<file path="config.mk">
export PLATFORM = sky130hd
export DESIGN_NAME = greedy_vertex_colouring
export DESIGN_NICKNAME = d
export VERILOG_FILES = /design/src/design/gvc_pkg.sv /design/src/design/greedy_vertex_colouring.sv /design/src/design/gvc_ram.sv
export VERILOG_INCLUDE_DIRS = /design/src /design/src/design
export SDC_FILE = /design/constraint.sdc
export NUM_CORES = 1
export LEC_CHECK = 0
export BUFFER_PORTS_ARGS = -buffer_cell sky130_fd_sc_hd__buf_4
export CAP_MARGIN = 20
export CORE_AREA = 2 2 239 194
export CTS_CLUSTER_SIZE = 14
export DETAILED_ROUTE_END_ITERATION = 12
export DIE_AREA = 0 0 241 196
export PLACE_DENSITY = 0.83
export SLEW_MARGIN = 20
export SYNTH_ARGS = -nofsm -noshare
export SYNTH_HDL_FRONTEND = slang
export SYNTH_SLANG_ARGS = --single-unit
</file>
<file path="constraint.sdc">
create_clock -name aclk -period 9.6 [get_ports aclk]
set_input_delay 1.44 -clock aclk [delete_from_list [all_inputs] [get_ports aclk]]
set_output_delay 1.44 -clock aclk [all_outputs]
set_load 0.05 [all_outputs]
</file>
<file path="src/design/greedy_vertex_colouring_assert.svh">
// ----------------------------------------------------------------------------
// Assertion macros for the greedy vertex colouring block
// Overlapping and next-cycle implications, clocked on aclk, off during reset.
// ----------------------------------------------------------------------------
`ifndef GREEDY_VERTEX_COLOURING_ASSERT_SVH
`define GREEDY_VERTEX_COLOURING_ASSERT_SVH

// The condition implies the check in the same cycle.
`define GVC_ASSERT_IMP(label, cond, check) \
    label: assert property (@(posedge aclk) disable iff (!aresetn) (cond) |-> (check)) \
        else $error("gvc: same-cycle check failed");

// The condition implies the check in the next cycle.
`define GVC_ASSERT_NXT(label, cond, check) \
    label: assert property (@(posedge aclk) disable iff (!aresetn) (cond) |=> (check)) \
        else $error("gvc: next-cycle check failed");

`endif

</file>
<file path="src/design/gvc_pkg.sv">
// ----------------------------------------------------------------------------
// gvc_pkg
// Constants and beat types shared by the greedy vertex colouring block.
// ----------------------------------------------------------------------------
`default_nettype none

package gvc_pkg;

    localparam int NUM_V      = 64;               // vertices and adjacency row width
    localparam int VTX_W      = $clog2(NUM_V);    // vertex index width
    localparam int COL_W      = VTX_W + 1;        // colour 0..NUM_V
    localparam int CNT_W      = 7;                // vertex_count register width
    localparam int CHUNK_W    = 8;                // free-colour search width per cycle
    localparam int CHUNK_IDXW = $clog2(CHUNK_W);
    localparam int STEPS      = NUM_V / CHUNK_W;
    localparam int STEP_W     = $clog2(STEPS);

    typedef struct packed {
        logic [VTX_W-1:0] vertex_index;
        logic [NUM_V-1:0] adjacency_row;
    } in_beat_t;

    typedef struct packed {
        logic [VTX_W-1:0] vertex_out;
        logic [COL_W-1:0] assigned_colour;
        logic [COL_W-1:0] colours_used;
        logic             rejected;
    } out_beat_t;

endpackage

`default_nettype wire

</file>
<file path="src/design/greedy_vertex_colouring.sv">
// An out-of-range vertex goes from IDLE straight to FINISH; its result is registered there
// once the output is free. A vertex in range goes through SCAN, MASK and SEARCH first:
// one colour-store read per slot below the vertex count, then 8 colours per search cycle.
// One item at a time: a new beat is accepted only after the last result is registered;
// a result waiting for m_ready holds the block until it is taken.
// Reset (aresetn, synchronous, active low) clears valid bits, colour count; vertex_count = 64.
`default_nettype none

`include "greedy_vertex_colouring_assert.svh"

module greedy_vertex_colouring (
    input  wire logic              aclk,
    input  wire logic              aresetn,
    input  wire logic              cfg_wr_en,
    input  wire logic [6:0]        cfg_wr_data,
    input  wire logic              s_valid,
    output logic                   s_ready,
    input  wire gvc_pkg::in_beat_t s_data,
    output logic                   m_valid,
    input  wire logic              m_ready,
    output gvc_pkg::out_beat_t     m_data
);

    import gvc_pkg::*;

    localparam logic [2:0] ST_IDLE   = 3'd0;
    localparam logic [2:0] ST_SCAN   = 3'd1;
    localparam logic [2:0] ST_MASK   = 3'd2;
    localparam logic [2:0] ST_SEARCH = 3'd3;
    localparam logic [2:0] ST_FINISH = 3'd4;

    logic [2:0]        state_reg, state_next;
    logic [CNT_W-1:0]  count_reg, count_next;
    logic [COL_W-1:0]  n_reg, n_next;
    logic [VTX_W-1:0]  vtx_reg, vtx_next;
    logic [NUM_V-1:0]  row_reg, row_next;
    logic [COL_W-1:0]  idx_reg, idx_next;
    logic              pend_reg, pend_next;
    logic [NUM_V-1:0]  blocked_reg, blocked_next;
    logic [STEP_W-1:0] step_reg, step_next;
    logic [COL_W-1:0]  assigned_reg, assigned_next;
    logic              rejected_reg, rejected_next;
    logic [COL_W-1:0]  max_reg, max_next;
    logic [NUM_V-1:0]  valid_reg, valid_next;
    logic              m_valid_reg, m_valid_next;
    out_beat_t         m_data_reg, m_data_next;

    logic              rd_en;
    logic [COL_W-1:0]  rd_data;
    logic              wr_en;
    logic [COL_W-1:0]  n_eff;
    logic [CHUNK_W-1:0] chunk;
    logic              chunk_free;
    logic [CHUNK_IDXW-1:0] chunk_idx;
    logic              out_free;

    gvc_ram #(
        .WIDTH(COL_W),
        .DEPTH(NUM_V)
    ) u_colour_ram (
        .aclk   (aclk),
        .wr_en  (wr_en),
        .wr_addr(vtx_reg),
        .wr_data(assigned_reg),
        .rd_en  (rd_en),
        .rd_addr(idx_reg[VTX_W-1:0]),
        .rd_data(rd_data)
    );

    assign n_eff    = (count_reg > CNT_W'(NUM_V)) ? COL_W'(NUM_V) : COL_W'(count_reg);
    assign rd_en    = (state_reg == ST_SCAN) && (idx_reg < n_reg);
    assign out_free = !m_valid_reg || m_ready;
    assign wr_en    = (state_reg == ST_FINISH) && out_free && (assigned_reg != '0);

    // Lowest free colour within the current chunk of the blocked mask.
    assign chunk = blocked_reg[{step_reg, {CHUNK_IDXW{1'b0}}} +: CHUNK_W];
    always_comb begin
        chunk_free = 1'b0;
        chunk_idx  = '0;
        for (int b = CHUNK_W - 1; b >= 0; b--) begin
            if (!chunk[b]) begin
                chunk_free = 1'b1;
                chunk_idx  = CHUNK_IDXW'(b);
            end
        end
    end

    always_comb begin
        state_next    = state_reg;
        count_next    = count_reg;
        n_next        = n_reg;
        vtx_next      = vtx_reg;
        row_next      = row_reg;
        idx_next      = idx_reg;
        pend_next     = 1'b0;
        blocked_next  = blocked_reg;
        step_next     = step_reg;
        assigned_next = assigned_reg;
        rejected_next = rejected_reg;
        max_next      = max_reg;
        valid_next    = valid_reg;
        m_valid_next  = m_valid_reg && !m_ready;
        m_data_next   = m_data_reg;

        if (cfg_wr_en) begin
            count_next = cfg_wr_data;
        end

        // A colour read issued last cycle lands now; mark it as taken.
        if (pend_reg && (rd_data != '0) && (rd_data <= COL_W'(NUM_V))) begin
            blocked_next[VTX_W'(rd_data - COL_W'(1))] = 1'b1;
        end

        case (state_reg)
            ST_IDLE: begin
                if (s_valid) begin
                    vtx_next      = s_data.vertex_index;
                    row_next      = s_data.adjacency_row;
                    n_next        = n_eff;
                    idx_next      = '0;
                    blocked_next  = '0;
                    step_next     = '0;
                    assigned_next = '0;
                    if ({1'b0, s_data.vertex_index} >= n_eff) begin
                        rejected_next = 1'b1;
                        state_next    = ST_FINISH;
                    end else begin
                        rejected_next = 1'b0;
                        state_next    = ST_SCAN;
                    end
                end
            end
            ST_SCAN: begin
                if (idx_reg < n_reg) begin
                    pend_next = row_reg[idx_reg[VTX_W-1:0]] && valid_reg[idx_reg[VTX_W-1:0]];
                    idx_next  = idx_reg + COL_W'(1);
                end else begin
                    state_next = ST_MASK;
                end
            end
            ST_MASK: begin
                // Colours above the effective count are outside the search.
                for (int i = 0; i < NUM_V; i++) begin
                    if (COL_W'(i) >= n_reg) begin
                        blocked_next[i] = 1'b1;
                    end
                end
                state_next = ST_SEARCH;
            end
            ST_SEARCH: begin
                if (chunk_free) begin
                    assigned_next = {1'b0, step_reg, chunk_idx} + COL_W'(1);
                    state_next    = ST_FINISH;
                end else if (step_reg == STEP_W'(STEPS - 1)) begin
                    state_next = ST_FINISH;
                end else begin
                    step_next = step_reg + STEP_W'(1);
                end
            end
            ST_FINISH: begin
                if (out_free) begin
                    if (assigned_reg > max_reg) begin
                        max_next = assigned_reg;
                    end
                    if (assigned_reg != '0) begin
                        valid_next[vtx_reg] = 1'b1;
                    end
                    m_data_next.vertex_out      = vtx_reg;
                    m_data_next.assigned_colour = assigned_reg;
                    m_data_next.colours_used    = (assigned_reg > max_reg) ? assigned_reg : max_reg;
                    m_data_next.rejected        = rejected_reg;
                    m_valid_next                = 1'b1;
                    state_next                  = ST_IDLE;
                end
            end
            default: begin
                state_next = ST_IDLE;
            end
        endcase
    end

    always_ff @(posedge aclk) begin
        if (!aresetn) begin
            state_reg   <= ST_IDLE;
            count_reg   <= CNT_W'(NUM_V);
            max_reg     <= '0;
            valid_reg   <= '0;
            pend_reg    <= 1'b0;
            m_valid_reg <= 1'b0;
        end else begin
            state_reg   <= state_next;
            count_reg   <= count_next;
            max_reg     <= max_next;
            valid_reg   <= valid_next;
            pend_reg    <= pend_next;
            m_valid_reg <= m_valid_next;
        end
    end

    always_ff @(posedge aclk) begin
        n_reg        <= n_next;
        vtx_reg      <= vtx_next;
        row_reg      <= row_next;
        idx_reg      <= idx_next;
        blocked_reg  <= blocked_next;
        step_reg     <= step_next;
        assigned_reg <= assigned_next;
        rejected_reg <= rejected_next;
        m_data_reg   <= m_data_next;
    end

    assign s_ready = (state_reg == ST_IDLE);
    assign m_valid = m_valid_reg;
    assign m_data  = m_data_reg;

    `GVC_ASSERT_IMP(a_reject_no_colour, m_valid && m_data.rejected, m_data.assigned_colour == '0)
    `GVC_ASSERT_IMP(a_colour_in_count, m_valid, m_data.assigned_colour <= m_data.colours_used)
    `GVC_ASSERT_NXT(a_busy_after_accept, s_valid && s_ready, !s_ready)
    `GVC_ASSERT_IMP(a_scan_in_range, state_reg == ST_SCAN, idx_reg <= n_reg)

endmodule

`default_nettype wire

</file>
<file path="src/design/gvc_ram.sv">
// ----------------------------------------------------------------------------
// gvc_ram
// Generic simple dual-port RAM: one write port, one read port, registered read.
// ----------------------------------------------------------------------------
`default_nettype none

module gvc_ram #(
    parameter int WIDTH = 7,
    parameter int DEPTH = 64
) (
    input  wire logic                     aclk,
    input  wire logic                     wr_en,
    input  wire logic [$clog2(DEPTH)-1:0] wr_addr,
    input  wire logic [WIDTH-1:0]         wr_data,
    input  wire logic                     rd_en,
    input  wire logic [$clog2(DEPTH)-1:0] rd_addr,
    output logic      [WIDTH-1:0]         rd_data
);

    logic [WIDTH-1:0] mem_reg [DEPTH];
    logic [WIDTH-1:0] rd_data_reg;

    always_ff @(posedge aclk) begin
        if (wr_en) begin
            mem_reg[wr_addr] <= wr_data;
        end
        if (rd_en) begin
            rd_data_reg <= mem_reg[rd_addr];
        end
    end

    assign rd_data = rd_data_reg;

endmodule

`default_nettype wire

</file>
* After elaboration in Yosys (flattened, before gate mapping) *
Memory sizes are Yosys's and may differ from the RTL's. A register that Yosys moved wholly into a read port is not among the register bits.
Cells that the tools add are included.
W data, S select, Z words.

cells by class
  shifts and indexed selects = 1
  $lt $le $gt $ge = 74
  multipliers = 0
  bitwise gates (word level) = 2
  multiplexer cells = 114
  div/mod/pow operators = 0
  equal/unequal tests = 13
  $add $sub $neg = 4
  reduce and logical (&&, ||, !) cells = 25

operators by type and width
  cell                  count
  $ge A6 B7 Y1 const A  32
  $mux W64              2
  $or A64 B64 Y64       2
  $pmux W64 S2          1
  $ge A5 B7 Y1 const A  16
  $mux W1               81
  $shiftx A64 B7 Y8     1
  $ge A4 B7 Y1 const A  8
  $mux W3               17
  $mux W7               5
  $ge A3 B7 Y1 const A  4
  $pmux W7 S2           2
  $lt A6 B7 Y1 const B  3
  $pmux W3 S5           1
  $ge A1 B7 Y1 const A  2
  $ge A2 B7 Y1 const A  2
  $reduce_bool A7 Y1    2
  $bmux W1 S6           2
  $demux W1 S6          2
  $ge A6 B1 Y1 const B  2
  $ne A2 B2 Y1 const B  6
  $reduce_and A3 Y1     4
  $logic_and A1 B1 Y1   9
  $reduce_and A4 Y1     2
  20 further kinds      25

word-level totals
  register bits after elaboration = 263
  memory bits (writable) = 448
  memories = 1
  logic and storage cells = 252
  memory bits (read-only) = 0
  bits in latches = 0
  output and inout port bits = 23
  bits of input ports = 82

memory list
  name                  words  width  rd ports  clocked after memory_dff  write ports  RTL line       RTL
  u_colour_ram.mem_reg  64     7      1         1                         1            gvc_ram.sv:20  logic [WIDTH-1:0] mem_reg [DEPTH];

* Depth between registers and ports, before layout *
Gate-level depths: netlist of the first run.

  depth in word-level cells = 12
  gate-level depth with buffers = 12
  gate-level depth less buffers = 10

* Hierarchy *
A second synthesis of the first run with hierarchy kept.

unflattened totals
  cell total of the unflattened synthesis = 2044
  area total of the unflattened synthesis = 29796.1 um2

by module, submodules not included
  module                   times used  sequential area each (um2)  area an instance (um2)  cells each
  gvc_ram                  1           13663.1                     17999.8                 881
  greedy_vertex_colouring  1           6426.2                      11796.3                 1163

* Worst setup path before layout of the first run *
Ideal clock, no wire load.

  kind = flip-flop to flip-flop
  start = reg state_reg[0]
  end = reg n_reg[0], enable pin
  data required time = 9.127 ns
  path buffers = 4
  slack = 4.578 ns
  clock period less this slack = 5.022 ns
  library setup time = 0.473 ns
  cell stages (with the launch flop) = 7
  data arrival time = 4.549 ns
  cell sequence = dfxtp_1 -> clkbuf_1 -> nor3_1 -> and2_1 -> clkbuf_1 -> clkbuf_1 -> clkbuf_1

on the way
  longest elaborated chain between the ends = 2

ends and longest elaborated chain
  what                         RTL line                        RTL
  start: declaration           greedy_vertex_colouring.sv:32   logic [2:0] state_reg, state_next;
  start signal: assignment     greedy_vertex_colouring.sv:191  state_reg <= state_next;
  $logic_not A3 Y1             -
  via s_ready                  greedy_vertex_colouring.sv:17   output logic s_ready,
  $reduce_and A2 Y1 (no line)  -
  end signal: assignment       greedy_vertex_colouring.sv:201  n_reg <= n_next;
  end: declaration             greedy_vertex_colouring.sv:34   logic [COL_W-1:0] n_reg, n_next;

The timed path passes the listed nets, and every way through them passes these cells.
A chain may end at the register's enable or synchronous reset.

* Final worst setup path of the first run *
  start = reg idx_reg[0]
  end = reg u_colour_ram.rd_data_reg[4], in the netlist u_colour_ram.rd_data[4] (read register of u_colour_ram.mem_reg), data pin

on the way
  longest elaborated chain between the ends = 2

ends and longest elaborated chain
  what                      RTL line                        RTL
  start: declaration        greedy_vertex_colouring.sv:37   logic [COL_W-1:0] idx_reg, idx_next;
  start signal: assignment  greedy_vertex_colouring.sv:204  idx_reg <= idx_next;
  $lt A7 B7 Y1              greedy_vertex_colouring.sv:71   assign rd_en = (state_reg == ST_SCAN) && (idx_reg < n_reg);
  $logic_and A1 B1 Y1       greedy_vertex_colouring.sv:71
  end: declaration          gvc_ram.sv:21                   logic [WIDTH-1:0] rd_data_reg;

Several ways; a longest one is shown, not always the timed one.

==> metrics.md, run 1 <==
| Metric | Value |
|---|---|
| Normalized max-slew margin | between 20% and 30% |
| DR vias | around 18,000 |
| Clock-pin slew on the worst setup and hold paths | around 0.060 ns |
| Worst-margin pin slew | 1.20 ns |
| Data required time at the worst endpoint | between 9 and 10 ns |
| CP Max Fanout | around 140 |
| Biggest area consumer among synthesized cells | edfxtp_1 |
| Initial Utilization | between 60 and 70% |
| Detailed placement HPWL | about 44,000 um |
| Mean Syn Cell Area | 16.2 um^2 |
| Synth top area cells | edfxtp_1 (60%), mux4_2 (13%), dfxtp_1 (10%) |
| #FFs+latches synth | a little over 700 |
| Worst skew pair latency | between 0.6 and 0.7 ns |
| Number of clock buffers inserted by TritonCTS | 69 |
| Core Footprint | between 0.04 and 0.05 mm^2 |
| Synthesized instance count | 1,774 |
| Clock Path Buffers | 3 |
| Rows | 70 |
| Count of final hold-check violations | 0 |
| RSZ-0062 raised after global routing | no |
| Hold WS | 0.471 ns |
| Worst Skew | 0.0251 ns |
| Netlist cell types | a little over 60 |
| Placer Congestion | around 0.95 |
| WS Path Type | flip-flop to flip-flop |
| Antenna Nets Post-Route | 0 |
| Wirelength per Cell | between 30 and 40 um |
| Port-buffer cells | approximately 100 |
| Drt pass-1 iters | 8 |
| Sequential share of the synthesized area | 69.8% |
| Worst EP arrival | ~4.1 ns |
| Layout cells sized above 1 | between 20 and 25% |
| CTS tree | done |
| Yosys Warn Count | 0 |
| Fin nets | approximately 2,000 |
| Number of post-CTS setup repair buffers | 0 |
| Via-to-Cell Ratio | 6.95 |
| Peak Freq | between 200 and 300 MHz |
| Leakage power | 10.7 nW |
| Initial antenna violation count | 7 |
| Async SR Flop Fraction | 0% |
| Gr ovfl total | 0 |
| First-pass GRT wire length | 114,000 um |
| Pwr dens | between 200 and 300 mW/mm^2 |
| Post-Synthesis Cell Area | roughly 0.029 mm^2 |
| CTS Root Buffer Type | clkbuf_16 |
| Max-Cap Viols | 0 |
| H-tree depth | 3 |
| Io pins | about 110 |
| Slew Viols, Final | 0 |
| CTS Hold Bufs | 0 |
| Element type at the critical path end | flip-flop |
| Chip height | between 150 and 200 um |
| Gr usage total | 33.5% |
| DRT iter0 DRCs | roughly 2,800 |
| Layout area overhead | 12.3% |
| Post-CTS sizing | 0 |
| Final Critical Period | around 3.8 ns |
| Top_reg_cell synth | edfxtp_1 |
| Period Utilization, post-route | between 30% and 40% |
| Final setup viols | 0 |
| Post-synth net total | ~1,900 |
| Vias in the first global route | 17,100 |
| HP Class | flip-flop to flip-flop |
| Top-area cell type share of the netlist area | a little under 60% |
| Largest net degree at the start of global routing | approximately 140 |
| Die Footprint | 0.0472 mm^2 |
| Setup TNS | 0 ns |
| EDFF count, synth | 571 |
| Clk sink count | approximately 720 |
| Crit path launch type | flip-flop |
| Largest register FFs | about 450 |
| Status | finished clean |
| Chip width | roughly 240 um |
| Routed WL | ~77,000 um |
| VDD IR max | about 0.00022 V |
| DR DRC count | 0 |
per-layer routing:
| metal | vias to the layer above | routed length (um) | global-route usage (%) |
|---|---|---|---|
| met2 | 1423 | 36700 | 52.2 |
| met5 | - | 55 | 0 |
| met4 | 8 | 3010 | 13.0 |
| li1 | 7150 | - | - |
| met1 | 8845 | 27500 | 46.8 |
| met3 | 224 | 9510 | 7.72 |
path summary, 6_finish.rpt:
check	start	slack, ns	endpoint	cells after the start
setup reg to reg	idx_reg[0]	5.81	u_colour_ram.rd_data[4]	5
setup / recovery	idx_reg[0]	5.81	u_colour_ram.rd_data[4]	5
hold / removal	valid_reg[23]	0.47	valid_reg[23]	1
hold reg to reg	valid_reg[23]	0.47	valid_reg[23]	1
critical path, stage by stage (launching register included):
cell and delay [ns]:
edfxtp_1 0.35, buf_4 0.50, buf_12 0.71, mux4_2 0.66
mux4_2 0.61, mux4_2 0.50
area by class of cell:
| class | count | area, um^2 |
|---|---|---|
| tap | 612 | 766 |
| antenna | 2 | 5.00 |
| multi-input combinational | 927 | 8150 |
| sequential | 718 | 20100 |
| inverter | 29 | 109 |
| clock inverter | 28 | 288 |
| timing repair buffer | 124 | 943 |
| clock buffer | 100 | 1970 |
| fill | 2660 | 12700 |
logic make-up after synthesis:
logic type | count (synthesis) | share of synthesized area [%]
flops | 718 | 69.8
simple gates | 357 | 5.78
compound gates | 340 | 7.20
mux | 193 | 13.8
buf+inv | 129 | 1.91
fa+ha+maj | 25 | 1.09
xor+xnor | 12 | 0.365
report_power, final:
part           internal, mW  leakage [nW]  total, mW  switching [mW]
clock                  1.53          1.11       2.74            1.21
combinational         0.857          3.16       2.23            1.37
sequential             3.70          6.41       3.86           0.162
per-stage QoR:
step                      total power, mW  instances  utilization [%]  worst slack (ns)  instance area, um^2
after floorplan                      5.34       1774                -              4.58                28800
after global placement               6.02       2410             66.7              5.48                30000
after detailed placement             6.06       2410             66.8              5.36                30100
after CTS                            8.79       2538             71.8              5.82                32300
after global routing                 9.06       2539             71.8              5.52                32300
final                                8.83       2540             71.8              5.81                32300
synth_stat cells, types with 25 or more instances:
cell type and count:
clkbuf_1 67, nor2_1 138, a21oi_1 81, ha_1 25
o21a_1 69, mux4_2 163, dfxtp_1 147, nor2b_1 27
nand2_1 96, o21ai_0 85, o22ai_1 25, edfxtp_1 571
inv_1 27, nand3_1 27
layout by cell type, fill, tap and decap left out, types with 20 or more instances in the layout:
cell type,n
a21oi_1,81
a31oi_1,20
buf_4,123
clkbuf_1,22
clkbuf_16,72
dfxtp_1,147
edfxtp_1,571
ha_1,25
inv_1,27
mux4_2,163
nand2_1,96
nand3_1,27
nor2_1,138
nor2b_1,26
o21a_1,69
o21ai_0,85
o22ai_1,24
Note: power is estimated with default switching activity, not from simulation.
==> inputs of run 2 (changes only) <==
- CORE_AREA: 2 2 239 194 -> 2 2 257 208
- DIE_AREA: 0 0 241 196 -> 0 0 259 210
- PLACE_DENSITY: 0.83 -> 0.77
- clock period: 9.6 -> 3.4 ns (I/O delays scaled with it)
==> run 2 against run 1 <==
Against the previous run:
- sequential share of layout area down 1.3 points
- core utilization down 8.2 points
- sequential power rose to 2.8 times the previous value
- clock power rose to 2.9 times the previous value
- register-to-register slack worse by 5.6 ns
- clock-buffer cell count up 3
- via count down 2.4%
- die area up 15%
- critical endpoint is now u_colour_ram.rd_data[5]
- highest routed layer unchanged
==> metrics.md, run 2 (synthesis results as in run 1) <==
| Metric | Value |
|---|---|
| Status | finished clean |
| Largest register FFs | 448 (unchanged) |
| Hold path startpoint | s_data[40] |
| Cells on Worst Hold Path | 1 (unchanged) |
| Count of final hold-check violations | 0 (unchanged) |
| Crit path launch type | flip-flop |
| Clk sink count | 718 (unchanged) |
| Placer Congestion | 0.948 (-0.35%) |
| Setup ws final | 0.211 ns (-5.60 ns) |
| Hold WS | 0.0633 ns (-0.408 ns) |
| Worst skew pair latency | 0.62 ns (about the same) |
| Final setup viols | 0 (unchanged) |
| Wirelength per Cell | 27.9 um (-7.8%) |
| Critical-path top delay cell | edfxtp_1 |
| Setup TNS | 0 ns (unchanged) |
| Largest stage delay, worst path | 0.92 ns (+0.21 ns) |
| Vias in the first global route | 17,000 (-0.58%) |
| Final Critical Period | 3.19 ns (-0.597 ns) |
| Initial antenna violation count | 4 (-3) |
| Element type at the critical path end | flip-flop |
| Critical path cell sequence | buf_12, mux4_2, mux4_2, mux4_2 |
| Peak Freq | 314 MHz (+19%) |
| Detailed placement HPWL | 46,300 um (+5.1%) |
| HP Class | input port to flip-flop |
| Data required time at the worst endpoint | 3.75 ns (-6.21 ns) |
| Antenna Nets Post-Route | 0 (unchanged) |
| Worst flop-to-flop path startpoint | idx_reg[0] |
| Via-to-Cell Ratio | 6.47 (-6.9%) |
| WS Path Type | flip-flop to flip-flop |
| Normalized max-slew margin | 18.3% (-1.9 points) |
| Port-buffer cells | 104 (unchanged) |
| Worst r2r path cells | 4 (-1) |
| Io pins | 105 (unchanged) |
| Chip width | 259 um (+7.5%) |
| CTS Hold Bufs | 0 (unchanged) |
| Drt pass-1 iters | 6 (-2) |
| RSZ-0062 raised after global routing | no |
| Number of clock buffers inserted by TritonCTS | 71 (+2.9%) |
| Leakage power | 11.0 nW (+3.0%) |
| Routed WL | 74,300 um (-3.3%) |
| CTS Root Buffer Type | clkbuf_16 |
| Layout area overhead | 14.7% |
| Register area | 0.0201 mm^2 (unchanged) |
| DR vias | 17,200 (-2.4%) |
| Core Footprint | 0.0519 mm^2 (+15%) |
| Largest net degree at the start of global routing | 68 (-51%) |
| Pwr dens | 768 mW/mm^2 (+180%) |
| Gr ovfl total | 0 (unchanged) |
| FF-to-FF End | u_colour_ram.rd_data[5] |
| Clock-pin slew on the worst setup and hold paths | 0.06 ns (about the same) |
| Layout cells sized above 1 | 23.5% (+1.9 points) |
| Worst Skew | 0.0213 ns (-0.00380 ns) |
| Initial Utilization | 55.5% (-8.5 points) |
| Gr usage total | 27.8% (-5.7 points) |
| Period Utilization, post-route | 93.8% (+54 points) |
| Top cell by count, worst path | mux4_2 |
| Rows | 75 (+7.1%) |
| Max-Cap Viols | 0 (unchanged) |
| Commonest non-fill, non-tap cells in the layout | edfxtp_1 (571), mux4_2 (163), buf_4 (152), dfxtp_1 (147), nor2_1 (132) |
| Area of the multi-input gates | 0.00816 mm^2 (about the same) |
| Inserted Diodes | 0 (-2) |
| Place WS | 0.261 ns (-5.10 ns) |
| DRT iter0 DRCs | 2,143 (-24%) |
| First-pass GRT wire length | 110,000 um (-3.4%) |
| R2r setup slk | 0.21 ns (-5.60 ns) |
| Most common cell after layout, fill and taps aside | edfxtp_1 |
| H-tree depth | 3 (unchanged) |
| Die Footprint | 0.0544 mm^2 (+15%) |
| DR DRC count | 0 (unchanged) |
| Hold endpoint | row_reg[40] |
| Post-CTS sizing | 0 (unchanged) |
| Clock Path Buffers | 3 (unchanged) |
| VDD IR max | 0.000517 V (+130%) |
| CTS tree | done |
| Filler cells | 3,458 (+30%) |
| Worst-margin pin slew | 1.22 ns (+0.0245 ns) |
| Chip height | 210 um (+7.1%) |
| CP Max Fanout | 40 (-71%) |
| Fin nets | 2,018 (+2.1%) |
| Number of post-CTS setup repair buffers | 0 (unchanged) |
| Slew Viols, Final | 0 (unchanged) |
| Worst EP arrival | 3.54 ns (-0.60 ns) |
==> run 2: changes by cell type in the layout (fill, tap and decap cells not counted), sizes merged <==
cell | previous run | this run
buf | 124 | 164
bufinv | 3 | 6
clkbuf | 100 | 103
clkinvlp | 1 | 0
diode | 2 | 0
inv | 32 | 31
==> run 2: cell type report <==
class                   instances  area share [%]
repair buffers                164            4.18
well taps                     693            2.63
clock buffers                 103            6.28
inverters                      29           0.330
multi-input cells             927            24.7
flip-flops and latches        718            60.8
clock inverters                29            1.05
==> run 2: worst max-delay path by stage <==
| stage | startpoint | endpoint | slack, ns | depth (start not counted) |
|---|---|---|---|---|
| final | idx_reg[0] | u_colour_ram.rd_data[5] | 0.21 | 4 |
| after floorplan | state_reg[0] | n_reg[0] | 0.07 | 6 |
| after global routing | idx_reg[0] | pend_reg | 0.04 | 8 |
| after global placement | idx_reg[0] | u_colour_ram.rd_data[5] | 0.31 | 4 |
| after detailed placement | idx_reg[0] | u_colour_ram.rd_data[5] | 0.26 | 4 |
| after CTS | idx_reg[0] | u_colour_ram.rd_data[4] | 0.23 | 4 |
==> run 2: where the power goes <==
part	switching, mW	total [mW]	internal (mW)
registers	0.581	11.0	10.4
logic	3.59	6.28	2.69
clock network	3.33	8.07	4.74
total	7.50	25.4	17.9
==> run 2: metal layers <==
layer  routed length (um)  GRT usage [%]  vias up
met5                   19              0        -
met4                 2540           9.45        4
met3                 9320           9.90      195
met2                34900           42.9     1140
met1                27500           37.1     8650
li1                     -              -     7241
==> run 2: through the flow <==
stage | power (mW) | std cells | instance area, um^2 | util [%]
after floorplan | 15.1 | 1774 | 28800 | -
after global placement | 17.1 | 2529 | 30600 | 58.9
after detailed placement | 17.3 | 2529 | 30600 | 58.9
after CTS | 25.3 | 2661 | 33000 | 63.6
after global routing | 26.2 | 2663 | 33000 | 63.6
final | 25.4 | 2663 | 33000 | 63.6
==> run 2: worst max-delay path: cells and delay by family (launching register included) <==
kind	cells	cell delay, ns
flops	1	0.92
buf+inv	1	0.36
mux	3	1.60
==> inputs of run 3 (changes only) <==
- CORE_AREA: 2 2 257 208 -> 2 2 244 198
- DIE_AREA: 0 0 259 210 -> 0 0 246 200
- PLACE_DENSITY: 0.77 -> 0.8
- clock period: 3.4 -> 3.1 ns (I/O delays scaled with it)
==> run 3 against run 2 <==
Against the previous run:
- sequential share of layout area decreased by 0.52 points
- die area decreased by 9.5%
- cell area increased by 0.86%
- clock power increased by 3.8%
- sequential cell count unchanged
- global-route usage increased by 3.5 points
- highest routed layer unchanged
- largest power group unchanged
- first-iteration DRC count increased by 27%
==> metrics.md, run 3 (synthesis results as in run 1) <==
| Metric | Value |
|---|---|
| Initial antenna violation count | 1 (-3) |
| Routed WL | 76,200 um (+2.6%) |
| Layout area overhead | 15.7% |
| Chip height | 200 um (-4.8%) |
| Count of final hold-check violations | 0 (unchanged) |
| H-tree depth | 3 (unchanged) |
| Filler cells | 2,778 (-20%) |
| Gr usage total | 31.3% (+3.5 points) |
| Die Footprint | 0.0492 mm^2 (-9.5%) |
| Antenna Nets Post-Route | 0 (unchanged) |
| Normalized max-slew margin | 20.0% (+1.8 points) |
| Fin nets | 2,076 (+2.9%) |
| CTS tree | done |
| Cells on Worst Hold Path | 1 (unchanged) |
| WS Path Type | flip-flop to flip-flop |
| Commonest non-fill, non-tap cells in the layout | edfxtp_1 (571), buf_4 (169), mux4_2 (163), dfxtp_1 (147), nor2_1 (134) |
| Period Utilization, post-route | 97.1% (+3.3 points) |
| Largest net degree at the start of global routing | 75 (+10%) |
| Number of clock buffers inserted by TritonCTS | 69 (-2.8%) |
| Drt pass-1 iters | 7 (+1) |
| Io pins | 105 (unchanged) |
| Via-to-Cell Ratio | 6.76 (+4.4%) |
| Worst r2r path cells | 8 (+4) |
| Fin util | 71.4% (+7.8 points) |
| Int Pwr | 19.2 mW (+7.6%) |
| DR DRC count | 0 (unchanged) |
| Final Critical Period | 3.01 ns (-0.178 ns) |
| HP Class | input port to flip-flop |
| R2r setup slk | 0.09 ns (-0.12 ns) |
| Logic gate share of total power | 26.2% (+1.5 points) |
| Most common cell after layout, fill and taps aside | edfxtp_1 |
| Status | finished clean |
| Met2 wire len | 36,100 um (+3.4%) |
| Final cell count without fillers | 2,641 (-0.83%) |
| Net Switching | 8.38 mW (+12%) |
| Net Sw Frac | 30.3% (+0.76 points) |
| Worst skew pair latency | 0.63 ns (about the same) |
| CTS Root Buffer Type | clkbuf_16 |
| Element type at the critical path end | flip-flop |
| Metal3 WL | 9210 um (-1.2%) |
| Clock Path Buffers | 3 (unchanged) |
| Data required time at the worst endpoint | 3.67 ns (-0.08 ns) |
| Clock-pin slew on the worst setup and hold paths | 0.07 ns (about the same) |
| Layout cells sized above 1 | 23.3% (-0.13 points) |
| Final setup viols | 0 (unchanged) |
| Uppermost layer routed | met5 |
| Placer Congestion | 0.922 (-2.8%) |
| Post-CTS sizing | 0 (unchanged) |
| Peak Freq | 332 MHz (+5.9%) |
| Detailed placement HPWL | 45,900 um (-0.95%) |
| Hold path startpoint | s_data[17] |
| Pwr dens | 829 mW/mm^2 (+7.9%) |
| Overall power | 27.6 mW (+8.8%) |
| Slew Viols, Final | 0 (unchanged) |
| Vias in the first global route | 17,300 (+1.6%) |
| Worst Skew | 0.0271 ns (+0.00579 ns) |
| Worst EP arrival | 3.58 ns (+0.04 ns) |
| Hold endpoint | row_reg[17] |
| Clk sink count | 718 (unchanged) |
| Place WS | 0.193 ns (-0.0684 ns) |
| Worst flop-to-flop path startpoint | idx_reg[1] |
| Chip width | 246 um (-5.0%) |
| VDD IR max | 0.000547 V (+5.8%) |
| Initial Utilization | 61.7% (+6.2 points) |
| Gr ovfl total | 0 (unchanged) |
| M1 WL | 28,000 um (+2.0%) |
| Core Footprint | 0.0466 mm^2 (-10%) |
| CP Max Fanout | 64 (+60%) |
| DR vias | 17,800 (+3.6%) |
| FF-to-FF End | pend_reg |
| Wirelength per Cell | 28.9 um (+3.5%) |
| Rows | 71 (-5.3%) |
| Max-Cap Viols | 0 (unchanged) |
| Setup ws final | 0.0885 ns (-0.122 ns) |
| Leakage power | 11.2 nW (+1.5%) |
| Port-buffer cells | 104 (unchanged) |
| Placed Cells | 2,473 (-2.2%) |
| Flop pwr share | 43.4% (about the same) |
| Clock share of power | 30.4% (-1.4 points) |
| Worst-margin pin slew | 1.19 ns (-0.0267 ns) |
| DRT iter0 DRCs | 2,721 (+27%) |
| Crit path launch type | flip-flop |
| First-pass GRT wire length | 111,000 um (+1.3%) |
| Largest register FFs | 448 (unchanged) |
-- run 3: worst max-delay path by stage --
stage,from,to,slack [ns]
finish,idx_reg[1],pend_reg,0.09
global route,state_reg[0],u_colour_ram.mem_reg[32][0],-0.03
CTS,state_reg[0],u_colour_ram.mem_reg[35][2],0.14
detailed placement,state_reg[0],u_colour_ram.mem_reg[35][5],0.19
global placement,step_reg[1],assigned_reg[4],0.23
floorplan,assigned_reg[1],max_reg[5],0.09
-- run 3: area by class of cell --
class	instances	area, um^2	area share [%]
flip-flops and latches	718	20100	60.3
multi-input cells	927	8160	24.5
repair buffers	224	1930	5.79
clock buffers	91	1910	5.74
well taps	620	776	2.33
clock inverters	31	323	0.969
inverters	29	109	0.327
diodes	1	2.50	0.00751
-- run 3: routing by layer --
metal	global-route usage, %	vias to the layer above
li1	-	7347
met1	43.4	8956
met2	48.6	1314
met3	8.81	224
met4	11.0	2
met5	0	-
-- run 3: power by group through the flow --
stage / clock, mW / sequential, mW / combinational (mW)
6_report: 8.38 / 12.0 / 7.24
5_1_grt: 8.79 / 12.0 / 7.57
4_1_cts: 8.39 / 12.0 / 7.08
3_5_place_dp: 0 / 12.2 / 6.93
3_3_place_gp: 0 / 12.2 / 6.76
2_1_floorplan: 0 / 12.1 / 4.43
-- run 3: metrics by stage --
stage	TNS [ns]	area, um^2	hold WS (ns)
floorplan	0	28800	0.400
global placement	0	30600	0.420
detailed placement	0	30600	0.421
CTS	0	33200	0.0000990
global route	-0.164	33300	-0.00482
finish	0	33300	0.0185
-- run 3: worst max-delay path: stages, from the launching register on --
cell       delay, ns
edfxtp_1        0.45
buf_12          0.35
nor2_1          0.24
o211ai_1        0.13
o21ai_0         0.17
a2111oi_0       0.77
a311oi_1        0.13
a2111oi_0       0.42
o311a_1         0.23
-- run 3: repair_timing --
item	CTS	global route
endpoints found under the setup margin	0	1
setup buffers	0	1
endpoints found under the hold margin	31	13
hold buffers	31	13
